--- src/rtl/core/msvf_pkg.sv ---
package msvf_pkg;

    localparam int CHANNELS    = 2;
    localparam int CH_W        = 1;
    localparam int SAMPLE_BITS = 24;
    localparam int SAMPLE_MAX  = (2 ** (SAMPLE_BITS - 1)) - 1;

    localparam int NODE_W  = 32;
    localparam int MUL_A_W = 32;
    localparam int MUL_B_W = 26;
    localparam int PROD_W  = MUL_A_W + MUL_B_W;
    localparam int WIDE_W  = 40;

    localparam int CFG_IDX_W  = 3;
    localparam int CFG_DATA_W = 25;

    // Register indexes of the configuration port
    localparam logic [CFG_IDX_W-1:0] CFG_ENABLE = 3'd0;
    localparam logic [CFG_IDX_W-1:0] CFG_MODE   = 3'd1;
    localparam logic [CFG_IDX_W-1:0] CFG_GAIN   = 3'd2;
    localparam logic [CFG_IDX_W-1:0] CFG_DAMP   = 3'd3;
    localparam logic [CFG_IDX_W-1:0] CFG_SHELF  = 3'd4;
    localparam logic [CFG_IDX_W-1:0] CFG_INVD   = 3'd5;

    // Output selection codes
    localparam logic [2:0] MODE_LP    = 3'd0;
    localparam logic [2:0] MODE_BP    = 3'd1;
    localparam logic [2:0] MODE_HP    = 3'd2;
    localparam logic [2:0] MODE_UBP   = 3'd3;
    localparam logic [2:0] MODE_SHELF = 3'd4;
    localparam logic [2:0] MODE_NOTCH = 3'd5;
    localparam logic [2:0] MODE_AP    = 3'd6;
    localparam logic [2:0] MODE_PEAK  = 3'd7;

    typedef struct packed {
        logic [2:0]        mode;
        logic [23:0]       gain;
        logic [21:0]       damp;
        logic signed [23:0] shelf;
        logic [24:0]       invd;
    } t_coef;

    typedef struct packed {
        logic                          start;
        logic signed [SAMPLE_BITS-1:0] sample;
        logic [CH_W-1:0]               channel;
    } t_core_req;

    typedef struct packed {
        logic                          busy;
        logic                          done;
        logic signed [SAMPLE_BITS-1:0] y;
    } t_core_rsp;

    function automatic logic signed [NODE_W-1:0] sat32(input logic signed [WIDE_W-1:0] v);
        if (v > 40'sh007FFFFFFF) begin
            return 32'sh7FFFFFFF;
        end else if (v < -40'sh0080000000) begin
            return -32'sh7FFFFFFF - 32'sd1;
        end
        return NODE_W'(v);
    endfunction

    function automatic logic signed [SAMPLE_BITS-1:0] sat_sample(
        input logic signed [WIDE_W-1:0] v
    );
        if (v > WIDE_W'(SAMPLE_MAX)) begin
            return SAMPLE_BITS'(SAMPLE_MAX);
        end else if (v < WIDE_W'(-SAMPLE_MAX - 1)) begin
            return SAMPLE_BITS'(-SAMPLE_MAX - 1);
        end
        return SAMPLE_BITS'(v);
    endfunction

endpackage

--- src/rtl/core/msvf_mul.sv ---
module msvf_mul (
    input  logic                                   i_clk,
    input  logic                                   i_en,
    input  logic signed [msvf_pkg::MUL_A_W-1:0]    i_a,
    input  logic signed [msvf_pkg::MUL_B_W-1:0]    i_b,
    output logic signed [msvf_pkg::PROD_W-1:0]     o_prod
);

    logic signed [msvf_pkg::PROD_W-1:0] r_prod;
    logic signed [msvf_pkg::PROD_W-1:0] n_prod;

    assign n_prod = msvf_pkg::PROD_W'(i_a) * msvf_pkg::PROD_W'(i_b);

    // hold the product while idle so the last term stays readable
    always_ff @(posedge i_clk) begin
        if (i_en) begin
            r_prod <= n_prod;
        end
    end

    assign o_prod = r_prod;

endmodule

--- src/rtl/core/msvf_core.sv ---
module msvf_core (
    input  logic                 i_clk,
    input  logic                 i_rst_n,
    input  msvf_pkg::t_core_req  i_req,
    input  msvf_pkg::t_coef      i_coef,
    input  logic                 i_out_free,
    output msvf_pkg::t_core_rsp  o_rsp
);

    typedef enum logic [11:0] {
        S_IDLE    = 12'b000000000001,
        S_HP0_MUL = 12'b000000000010,
        S_HP0_ADD = 12'b000000000100,
        S_HP_MUL  = 12'b000000001000,
        S_HP_ADD  = 12'b000000010000,
        S_BP_MUL  = 12'b000000100000,
        S_BP_ADD  = 12'b000001000000,
        S_LP_MUL  = 12'b000010000000,
        S_LP_ADD  = 12'b000100000000,
        S_UBP_ADD = 12'b001000000000,
        S_AP_ADD  = 12'b010000000000,
        S_FIN     = 12'b100000000000
    } t_state;

    localparam int NW = msvf_pkg::NODE_W;
    localparam int WW = msvf_pkg::WIDE_W;
    localparam int PW = msvf_pkg::PROD_W;

    t_state r_state;
    t_state n_state;

    logic signed [msvf_pkg::SAMPLE_BITS-1:0] r_x;
    logic [msvf_pkg::CH_W-1:0]               r_ch;
    logic signed [NW-1:0] r_hp0, r_hp, r_bp, r_lp, r_ubp, r_u4, r_s1n, r_s2n;
    logic signed [PW-21:0] r_hg, r_bg;

    logic signed [NW-1:0] r_s1 [msvf_pkg::CHANNELS];
    logic signed [NW-1:0] r_s2 [msvf_pkg::CHANNELS];

    logic signed [NW-1:0]           w_s1, w_s2;
    logic                           w_mul_en;
    logic signed [msvf_pkg::MUL_A_W-1:0] w_mul_a;
    logic signed [msvf_pkg::MUL_B_W-1:0] w_mul_b;
    logic signed [PW-1:0]           w_prod;
    logic signed [PW-21:0]          w_p20;
    logic signed [PW-25:0]          w_p24;
    logic signed [NW:0]             w_xs;
    logic signed [PW:0]             w_hp0_sum;
    logic signed [WW-1:0]           w_y_wide;
    logic signed [WW-1:0]           w_x_wide;

    assign w_s1 = r_s1[r_ch];
    assign w_s2 = r_s2[r_ch];

    assign w_p20 = $signed(w_prod[PW-1:20]);
    assign w_p24 = $signed(w_prod[PW-1:24]);

    // x - s2 carries weight 2^20 against the damping product
    assign w_xs      = (NW + 1)'(r_x) - (NW + 1)'(w_s2);
    assign w_hp0_sum = ((PW + 1)'(w_xs) <<< 20) - (PW + 1)'(w_prod);

    always_comb begin
        w_mul_en = 1'b1;
        w_mul_a  = r_bp;
        w_mul_b  = msvf_pkg::MUL_B_W'(i_coef.gain);
        case (r_state)
            S_HP0_MUL: begin
                w_mul_a = w_s1;
                w_mul_b = msvf_pkg::MUL_B_W'({i_coef.damp, 1'b0})
                        + msvf_pkg::MUL_B_W'(i_coef.gain);
            end
            S_HP_MUL: begin
                w_mul_a = r_hp0;
                w_mul_b = msvf_pkg::MUL_B_W'(i_coef.invd);
            end
            S_BP_MUL: begin
                w_mul_a = r_hp;
            end
            S_LP_MUL: begin
                w_mul_a = r_bp;
            end
            S_LP_ADD: begin
                w_mul_b = msvf_pkg::MUL_B_W'({i_coef.damp, 1'b0});
            end
            S_UBP_ADD: begin
                w_mul_b = msvf_pkg::MUL_B_W'({i_coef.damp, 2'b00});
            end
            S_AP_ADD: begin
                w_mul_a = r_ubp;
                w_mul_b = msvf_pkg::MUL_B_W'(i_coef.shelf);
            end
            default: begin
                w_mul_en = 1'b0;
            end
        endcase
    end

    msvf_mul u_mul (
        .i_clk  (i_clk),
        .i_en   (w_mul_en),
        .i_a    (w_mul_a),
        .i_b    (w_mul_b),
        .o_prod (w_prod)
    );

    always_comb begin
        n_state = r_state;
        unique case (r_state)
            S_IDLE:    if (i_req.start) n_state = S_HP0_MUL;
            S_HP0_MUL: n_state = S_HP0_ADD;
            S_HP0_ADD: n_state = S_HP_MUL;
            S_HP_MUL:  n_state = S_HP_ADD;
            S_HP_ADD:  n_state = S_BP_MUL;
            S_BP_MUL:  n_state = S_BP_ADD;
            S_BP_ADD:  n_state = S_LP_MUL;
            S_LP_MUL:  n_state = S_LP_ADD;
            S_LP_ADD:  n_state = S_UBP_ADD;
            S_UBP_ADD: n_state = S_AP_ADD;
            S_AP_ADD:  n_state = S_FIN;
            S_FIN:     if (i_out_free) n_state = S_IDLE;
            default:   n_state = S_IDLE;
        endcase
    end

    always_ff @(posedge i_clk) begin
        if (!i_rst_n) begin
            r_state <= S_IDLE;
        end else begin
            r_state <= n_state;
        end
    end

    // node registers, each formed in one step of the sequence
    always_ff @(posedge i_clk) begin
        case (r_state)
            S_IDLE: begin
                r_x  <= i_req.sample;
                r_ch <= i_req.channel;
            end
            S_HP0_ADD: r_hp0 <= msvf_pkg::sat32(WW'($signed(w_hp0_sum[PW:20])));
            S_HP_ADD:  r_hp  <= msvf_pkg::sat32(WW'(w_p24));
            S_BP_ADD: begin
                r_bp <= msvf_pkg::sat32(WW'(w_p20) + WW'(w_s1));
                r_hg <= w_p20;
            end
            S_LP_MUL:  r_s1n <= msvf_pkg::sat32(WW'(r_hg) + WW'(r_bp));
            S_LP_ADD: begin
                r_lp <= msvf_pkg::sat32(WW'(w_p20) + WW'(w_s2));
                r_bg <= w_p20;
            end
            S_UBP_ADD: begin
                r_ubp <= msvf_pkg::sat32(WW'(w_p20));
                r_s2n <= msvf_pkg::sat32(WW'(r_bg) + WW'(r_lp));
            end
            S_AP_ADD:  r_u4 <= msvf_pkg::sat32(WW'(w_p20));
            default: ;
        endcase
    end

    // commit the channel's new states as the result leaves
    always_ff @(posedge i_clk) begin
        if (!i_rst_n) begin
            for (int i = 0; i < msvf_pkg::CHANNELS; i++) begin
                r_s1[i] <= '0;
                r_s2[i] <= '0;
            end
        end else if (r_state == S_FIN && i_out_free) begin
            r_s1[r_ch] <= r_s1n;
            r_s2[r_ch] <= r_s2n;
        end
    end

    assign w_x_wide = WW'(r_x);

    always_comb begin
        case (i_coef.mode)
            msvf_pkg::MODE_LP:    w_y_wide = WW'(r_lp);
            msvf_pkg::MODE_BP:    w_y_wide = WW'(r_bp);
            msvf_pkg::MODE_HP:    w_y_wide = WW'(r_hp);
            msvf_pkg::MODE_UBP:   w_y_wide = WW'(r_ubp);
            msvf_pkg::MODE_SHELF: w_y_wide = w_x_wide + WW'(w_p20);
            msvf_pkg::MODE_NOTCH: w_y_wide = w_x_wide - WW'(r_ubp);
            msvf_pkg::MODE_AP:    w_y_wide = w_x_wide - WW'(r_u4);
            default:              w_y_wide = WW'(r_lp) - WW'(r_hp);
        endcase
    end

    assign o_rsp.busy = (r_state != S_IDLE);
    assign o_rsp.done = (r_state == S_FIN);
    assign o_rsp.y    = msvf_pkg::sat_sample(w_y_wide);

`ifndef SYNTH
    a_start_idle: assert property (@(posedge i_clk) disable iff (!i_rst_n)
        (r_state != S_IDLE) |=> !(r_state == S_HP0_MUL && $past(r_state) == S_IDLE))
        else $error("sequence restarted while busy");

    a_fin_hold: assert property (@(posedge i_clk) disable iff (!i_rst_n)
        (r_state == S_FIN && !i_out_free) |=> (r_state == S_FIN))
        else $error("result dropped while output blocked");

    a_state_commit: assert property (@(posedge i_clk) disable iff (!i_rst_n)
        !($past(r_state) == S_FIN && $past(i_out_free)) |->
            ($stable(r_s1[0]) && $stable(r_s2[0]) && $stable(r_s1[1]) && $stable(r_s2[1])))
        else $error("integrator state changed outside commit");
`endif

endmodule

--- src/rtl/core/multimode_state_variable_filter_top.sv ---
// Multimode state variable filter, two integrators per channel.
//
// Input channel: i_in_valid / o_in_stall carrying i_sample_in (signed Q1.23),
// i_channel and i_last_in. Output channel: o_out_valid / i_out_stall carrying
// o_sample_out (saturated Q1.23) and o_last_out. A beat moves on an edge with
// valid high and stall low. Exactly one output beat follows each input beat.
// Configuration: i_cfg_valid / o_cfg_ready with i_cfg_index and i_cfg_data;
// ready is always high. Write only while the block is idle.
//
// Enabled: a beat runs through eleven steps of one shared 32x26 multiplier
// and its saturating adder, and the result enters the output register as
// the last step ends; a new beat is taken only once the filter is idle
// again, since the chain of dependent products runs through that multiplier.
// Disabled: the sample goes straight to the output register, one beat per
// cycle while the output drains.
//
// Reset clears the registers to their defaults, empties the output register
// and zeroes every channel's integrator states. A stalled output holds its
// beat; the filter then waits at its last step and input stays stalled.
module multimode_state_variable_filter_top (
    input  logic                                       i_clk,
    input  logic                                       i_rst_n,
    input  logic                                       i_in_valid,
    output logic                                       o_in_stall,
    input  logic signed [msvf_pkg::SAMPLE_BITS-1:0]    i_sample_in,
    input  logic [msvf_pkg::CH_W-1:0]                  i_channel,
    input  logic                                       i_last_in,
    output logic                                       o_out_valid,
    input  logic                                       i_out_stall,
    output logic signed [msvf_pkg::SAMPLE_BITS-1:0]    o_sample_out,
    output logic                                       o_last_out,
    input  logic                                       i_cfg_valid,
    output logic                                       o_cfg_ready,
    input  logic [msvf_pkg::CFG_IDX_W-1:0]             i_cfg_index,
    input  logic [msvf_pkg::CFG_DATA_W-1:0]            i_cfg_data
);

    // configuration registers
    logic        r_enable;
    logic [2:0]  r_mode;
    logic [23:0] r_gain;
    logic [21:0] r_damp;
    logic signed [23:0] r_shelf;
    logic [24:0] r_invd;

    logic r_out_valid;
    logic signed [msvf_pkg::SAMPLE_BITS-1:0] r_sample_out;
    logic r_last_out;
    logic r_last;

    logic w_cfg_we;
    logic w_in_accept;
    logic w_out_free;

    msvf_pkg::t_coef     w_coef;
    msvf_pkg::t_core_req w_req;
    msvf_pkg::t_core_rsp w_rsp;

    assign o_cfg_ready = 1'b1;
    assign w_cfg_we    = i_cfg_valid && o_cfg_ready;

    always_ff @(posedge i_clk) begin
        if (!i_rst_n) begin
            r_enable <= 1'b0;
            r_mode   <= msvf_pkg::MODE_LP;
            r_gain   <= 24'd1048576;
            r_damp   <= 22'd1048576;
            r_shelf  <= '0;
            r_invd   <= 25'd16777216;
        end else if (w_cfg_we) begin
            unique case (i_cfg_index)
                msvf_pkg::CFG_ENABLE: r_enable <= i_cfg_data[0];
                msvf_pkg::CFG_MODE:   r_mode   <= i_cfg_data[2:0];
                msvf_pkg::CFG_GAIN:   r_gain   <= i_cfg_data[23:0];
                msvf_pkg::CFG_DAMP:   r_damp   <= i_cfg_data[21:0];
                msvf_pkg::CFG_SHELF:  r_shelf  <= $signed(i_cfg_data[23:0]);
                msvf_pkg::CFG_INVD:   r_invd   <= i_cfg_data[24:0];
                default: ;
            endcase
        end
    end

    assign w_coef.mode  = r_mode;
    assign w_coef.gain  = r_gain;
    assign w_coef.damp  = r_damp;
    assign w_coef.shelf = r_shelf;
    assign w_coef.invd  = r_invd;

    // the output register frees up this cycle if empty or being taken
    assign w_out_free  = !r_out_valid || !i_out_stall;
    assign o_in_stall  = w_rsp.busy || !w_out_free;
    assign w_in_accept = i_in_valid && !o_in_stall;

    assign w_req.start   = w_in_accept && r_enable;
    assign w_req.sample  = i_sample_in;
    assign w_req.channel = i_channel;

    msvf_core u_core (
        .i_clk      (i_clk),
        .i_rst_n    (i_rst_n),
        .i_req      (w_req),
        .i_coef     (w_coef),
        .i_out_free (w_out_free),
        .o_rsp      (w_rsp)
    );

    // hold the block marker alongside the filter run
    always_ff @(posedge i_clk) begin
        if (w_in_accept) begin
            r_last <= i_last_in;
        end
    end

    always_ff @(posedge i_clk) begin
        if (!i_rst_n) begin
            r_out_valid <= 1'b0;
        end else if ((w_in_accept && !r_enable) || (w_rsp.done && w_out_free)) begin
            r_out_valid <= 1'b1;
        end else if (!i_out_stall) begin
            r_out_valid <= 1'b0;
        end
    end

    // bypass beat or filter result; the two never coincide
    always_ff @(posedge i_clk) begin
        if (w_in_accept && !r_enable) begin
            r_sample_out <= i_sample_in;
            r_last_out   <= i_last_in;
        end else if (w_rsp.done && w_out_free) begin
            r_sample_out <= w_rsp.y;
            r_last_out   <= r_last;
        end
    end

    assign o_out_valid  = r_out_valid;
    assign o_sample_out = r_sample_out;
    assign o_last_out   = r_last_out;

`ifndef SYNTH
    a_filter_start: assert property (@(posedge i_clk) disable iff (!i_rst_n)
        (w_in_accept && r_enable) |=> w_rsp.busy)
        else $error("enabled beat did not start the filter");

    a_bypass: assert property (@(posedge i_clk) disable iff (!i_rst_n)
        (w_in_accept && !r_enable) |=>
            (r_out_valid && r_sample_out == $past(i_sample_in)))
        else $error("bypass beat not passed through");

    a_mode_write: assert property (@(posedge i_clk) disable iff (!i_rst_n)
        (w_cfg_we && i_cfg_index == msvf_pkg::CFG_MODE) |=>
            (r_mode == $past(i_cfg_data[2:0])))
        else $error("mode write lost");
`endif

endmodule
--- config.mk ---
export PLATFORM = sky130hd
export DESIGN_NAME = multimode_state_variable_filter_top
export DESIGN_NICKNAME = d
export VERILOG_FILES = /design/src/rtl/core/msvf_pkg.sv /design/src/rtl/core/msvf_mul.sv /design/src/rtl/core/msvf_core.sv /design/src/rtl/core/multimode_state_variable_filter_top.sv
export SDC_FILE = /design/constraint.sdc
export NUM_CORES = 2
export LEC_CHECK = 0
export BUFFER_PORTS_ARGS = -buffer_cell sky130_fd_sc_hd__buf_2
export CORE_UTILIZATION = 45
export CTS_BUF_LIST = sky130_fd_sc_hd__clkbuf_8 sky130_fd_sc_hd__clkbuf_16
export CTS_CLUSTER_SIZE = 30
export DETAILED_ROUTE_END_ITERATION = 6
export GPL_ROUTABILITY_DRIVEN = 0
export SYNTH_ARGS = -nofsm -noshare
export SYNTH_HDL_FRONTEND = slang
export SYNTH_HIERARCHICAL = 1
export SYNTH_SLANG_ARGS = --single-unit
--- constraint.sdc ---
create_clock -name i_clk -period 13.8 [get_ports i_clk]
set_clock_uncertainty 0.15 [all_clocks]
set_input_delay 0.69 -clock i_clk [delete_from_list [all_inputs] [get_ports i_clk]]
set_output_delay 0.69 -clock i_clk [all_outputs]
set_load 0.03 [all_outputs]
==> results_dict.tcl <==
set metrics [dict create \
    max_cap_violations 0 \
    worstReg2RegStart "r_damp[0]" \
    power.leakage_nw 37.93 \
    busiest_layer "met2" \
    async_flop_share 0 \
    hold_buffers 18 \
    ctsResizeCount 0 \
    min-delay-start "i_sample_in[14]" \
    final_layout_size_suffix_gt1_frac 0.07734 \
    rr_worst_depth 36 \
    syn-num-nets 9704 \
    status "finished, final reports clean" \
    fmax_ghz 0.09216 \
    min_to "u_core/r_x[14]" \
    cts-root-buf "clkbuf_16" \
    fin_crit_sh 0.7863 \
    globalRouteMet2Util 0.4448 \
    ys.warnings.count 6 \
    ff2ff_setup_slack_ns 2.95 \
    clock_path_buffers 3 \
    grt_pass1_vias 62510 \
    ys_ff_latch 682 \
    post-route-util 0.4931 \
    synth_edf_count 569 \
    track_usage 0.2804 \
    grt_max_degree 106 \
    wl_um 243200 \
    path_common_cell "fa_1" \
    start_util 0.4554 \
    critical_path_class "reg2reg" \
    cp_data_arrival_time_ns 11.12 \
    vdd_drop_max_v 0.00008687 \
    port_buffers 85 \
    vias_per_cell 5.851 \
    dr.pass1.iters 6 \
    layout_common_cells "inv_1 (1,139), nand2_1 (916), fa_1 (864)" \
    syn_area_um2 77530 \
    drt_iter0_drc 6023 \
    multi_input_area_um2 52870 \
    final_cell_area_um2 83930 \
    drc 0 \
    overflow 0 \
    finalMaxSlewViolations 0 \
    insertion_delay_ns 0.71 \
    regArea_um2 19360 \
    seq_area_frac_synth 0.2496 \
    rows 151 \
    clk_pin_slew_ns 0.06 \
    cp_slowest_stage_delay_ns 0.80 \
    p_per_area_nw_per_um2 77.96 \
    dp_cells 10400 \
    numCtsBuffers 83 \
    die_x_um 417.1 \
    antenna_found_initial 3 \
    cp-start-kind "flop" \
    setup-tns-final_ns 0 \
    use_met1 0.3916 \
    avgSynthCellArea_um2 9.406 \
    ys.flop_type "edfxtp_1" \
    nFillCells 15770 \
    ioPinCount 87 \
    fin_nets 9672 \
    hold_viol 0 \
    grt_pass1_wl_um 374000 \
    rsz0062_at_grt "false" \
    die_y_um 417.1 \
    die-area_um2 173900 \
    required_ns 14.07 \
    dp_hpwl_um 185000 \
    post_cts_buffers 0 \
    final_cells 10570 \
    placed_cell_area_um2 80890 \
    cp_max_fo 32 \
    ant_nets 0 \
    crit_slowest_cell "nand3_2" \
    cts.sinks 682 \
    areaGrowthSynthToFinish_pct 8.263 \
    avgRoutedWirePerCell_um 23.01 \
    dr_total_vias 61850 \
    fp.coreArea_um2 170200 \
    netlist_instances 8242 \
    grt_use_met3 0.04441 \
    cts_tree "yes" \
    whs_path_depth 1 \
    yosys.cell_types.count 127 \
    final.min_clock_period_ns 10.85 \
    worst_pin_slew_ns 1.144 \
    r2r-end "u_core/u_mul/o_prod[56]" \
    hold_path.class "in2reg" \
    final_common_cell "inv_1" \
    relSlewSlack 0.2372 \
    cts-htree-levels 3 \
    crit_path_end_kind "flop" \
    setup_viol 0 \
]
==> kinds of logic (layout without fill, tap and decap cells) <==
kind of cell / Yosys count / in the layout / synth area share
simple gates: 2325 / 2325 / 0.1463
compound gates: 1826 / 1826 / 0.1555
buf+inv: 1501 / 1534 / 0.07480
fa+ha+maj: 1403 / 1403 / 0.3101
flops: 682 / 682 / 0.2496
xor+xnor: 358 / 358 / 0.04054
mux: 146 / 146 / 0.02319
other cells: 1 / 2 / 0.00004837
==> area by class of cell <==
type / instances / area share
Inverter: 1133 / 0.05067
Clock buffer: 89 / 0.02613
Clock inverter: 61 / 0.008005
Multi-Input combinational cell: 6059 / 0.6299
Antenna cell: 1 / 0.00002981
Timing Repair Buffer: 251 / 0.02048
Sequential cell: 682 / 0.2306
Tap cell: 2295 / 0.03421
==> per-layer routing <==
layer	wire length (µm)	vias up	part of all wire
met4	8536	2	0.035
met2	108900	2672	0.45
li1	-	27900	-
met5	11	-	0.000045
met3	20750	484	0.085
met1	105000	30790	0.43
==> power breakdown <==
group	total, mW	leakage (nW)	internal [mW]	switching (mW)
combinational	1.87	30.4	0.728	1.15
sequential	2.33	6.15	2.30	0.0283
clock	2.34	1.42	1.38	0.967
total	6.54	37.9	4.40	2.14
==> per-stage QoR <==
stage | setup slack [ns] | power (mW) | hold slack, ns
floorplan | 3.089 | 3.707 | 0.2848
global placement | 3.162 | 4.175 | 0.2991
detailed placement | 3.028 | 4.201 | 0.3125
CTS | 2.962 | 6.559 | 0.001008
global route | 2.381 | 6.836 | 0.01788
finish | 2.949 | 6.543 | 0.04597
==> synthesized netlist by cell type, drive strengths merged (144+ instances only) <==
| cell type | instances | area share |
|---|---|---|
| and2 | 433 | 0.035 |
| nor2 | 298 | 0.014 |
| xnor2 | 214 | 0.024 |
| ha | 539 | 0.087 |
| nand2 | 916 | 0.044 |
| xor2 | 144 | 0.016 |
| clkbuf | 307 | 0.015 |
| a21o | 288 | 0.028 |
| edfxtp | 569 | 0.22 |
| a21oi | 428 | 0.028 |
| inv | 1132 | 0.055 |
| nand3 | 190 | 0.012 |
| o21ai | 477 | 0.032 |
| fa | 864 | 0.22 |
==> registers in the layout, summed over array words and instances, names as in the netlist, 32 cells and up, named ones only <==
name                 cells
u_core/r_bg             38
u_core/r_s2n            32
u_core/r_hp             32
u_core/r_lp             32
u_core/r_u4             32
u_core/u_mul/o_prod     58
u_core/r_ubp            32
u_core/r_bp             32
u_core/r_s2             64
u_core/r_s1             64
u_core/r_hp0            32
u_core/r_s1n            32
u_core/r_hg             38
==> worst max-delay path by stage <==
| stage | start | endpoint | slack [ns] | cells after the start |
|---|---|---|---|---|
| CTS | r_damp[0] | u_core/u_mul/o_prod[56] | 2.96 | 36 |
| global route | r_damp[0] | u_core/u_mul/o_prod[56] | 2.38 | 36 |
| finish | r_damp[0] | u_core/u_mul/o_prod[56] | 2.95 | 36 |
| global placement | r_damp[0] | u_core/u_mul/o_prod[56] | 3.16 | 36 |
| detailed placement | r_damp[0] | u_core/u_mul/o_prod[56] | 3.03 | 36 |
| floorplan | u_core/r_state[10] | u_core/u_mul/o_prod[54] | 3.09 | 34 |
==> critical path, delay by kind of cell (launching register included) <==
| family | cells | cell delay [ns] |
|---|---|---|
| AOI/OAI and AO/OA | 15 | 3.29 |
| adders and majority gates | 10 | 4.47 |
| DFF | 1 | 0.34 |
| buffers and inverters | 4 | 0.20 |
| and+or+nand+nor | 6 | 2.01 |
| xor gates and xnor gates | 1 | 0.09 |
Note: power is estimated with default switching activity, not from simulation.
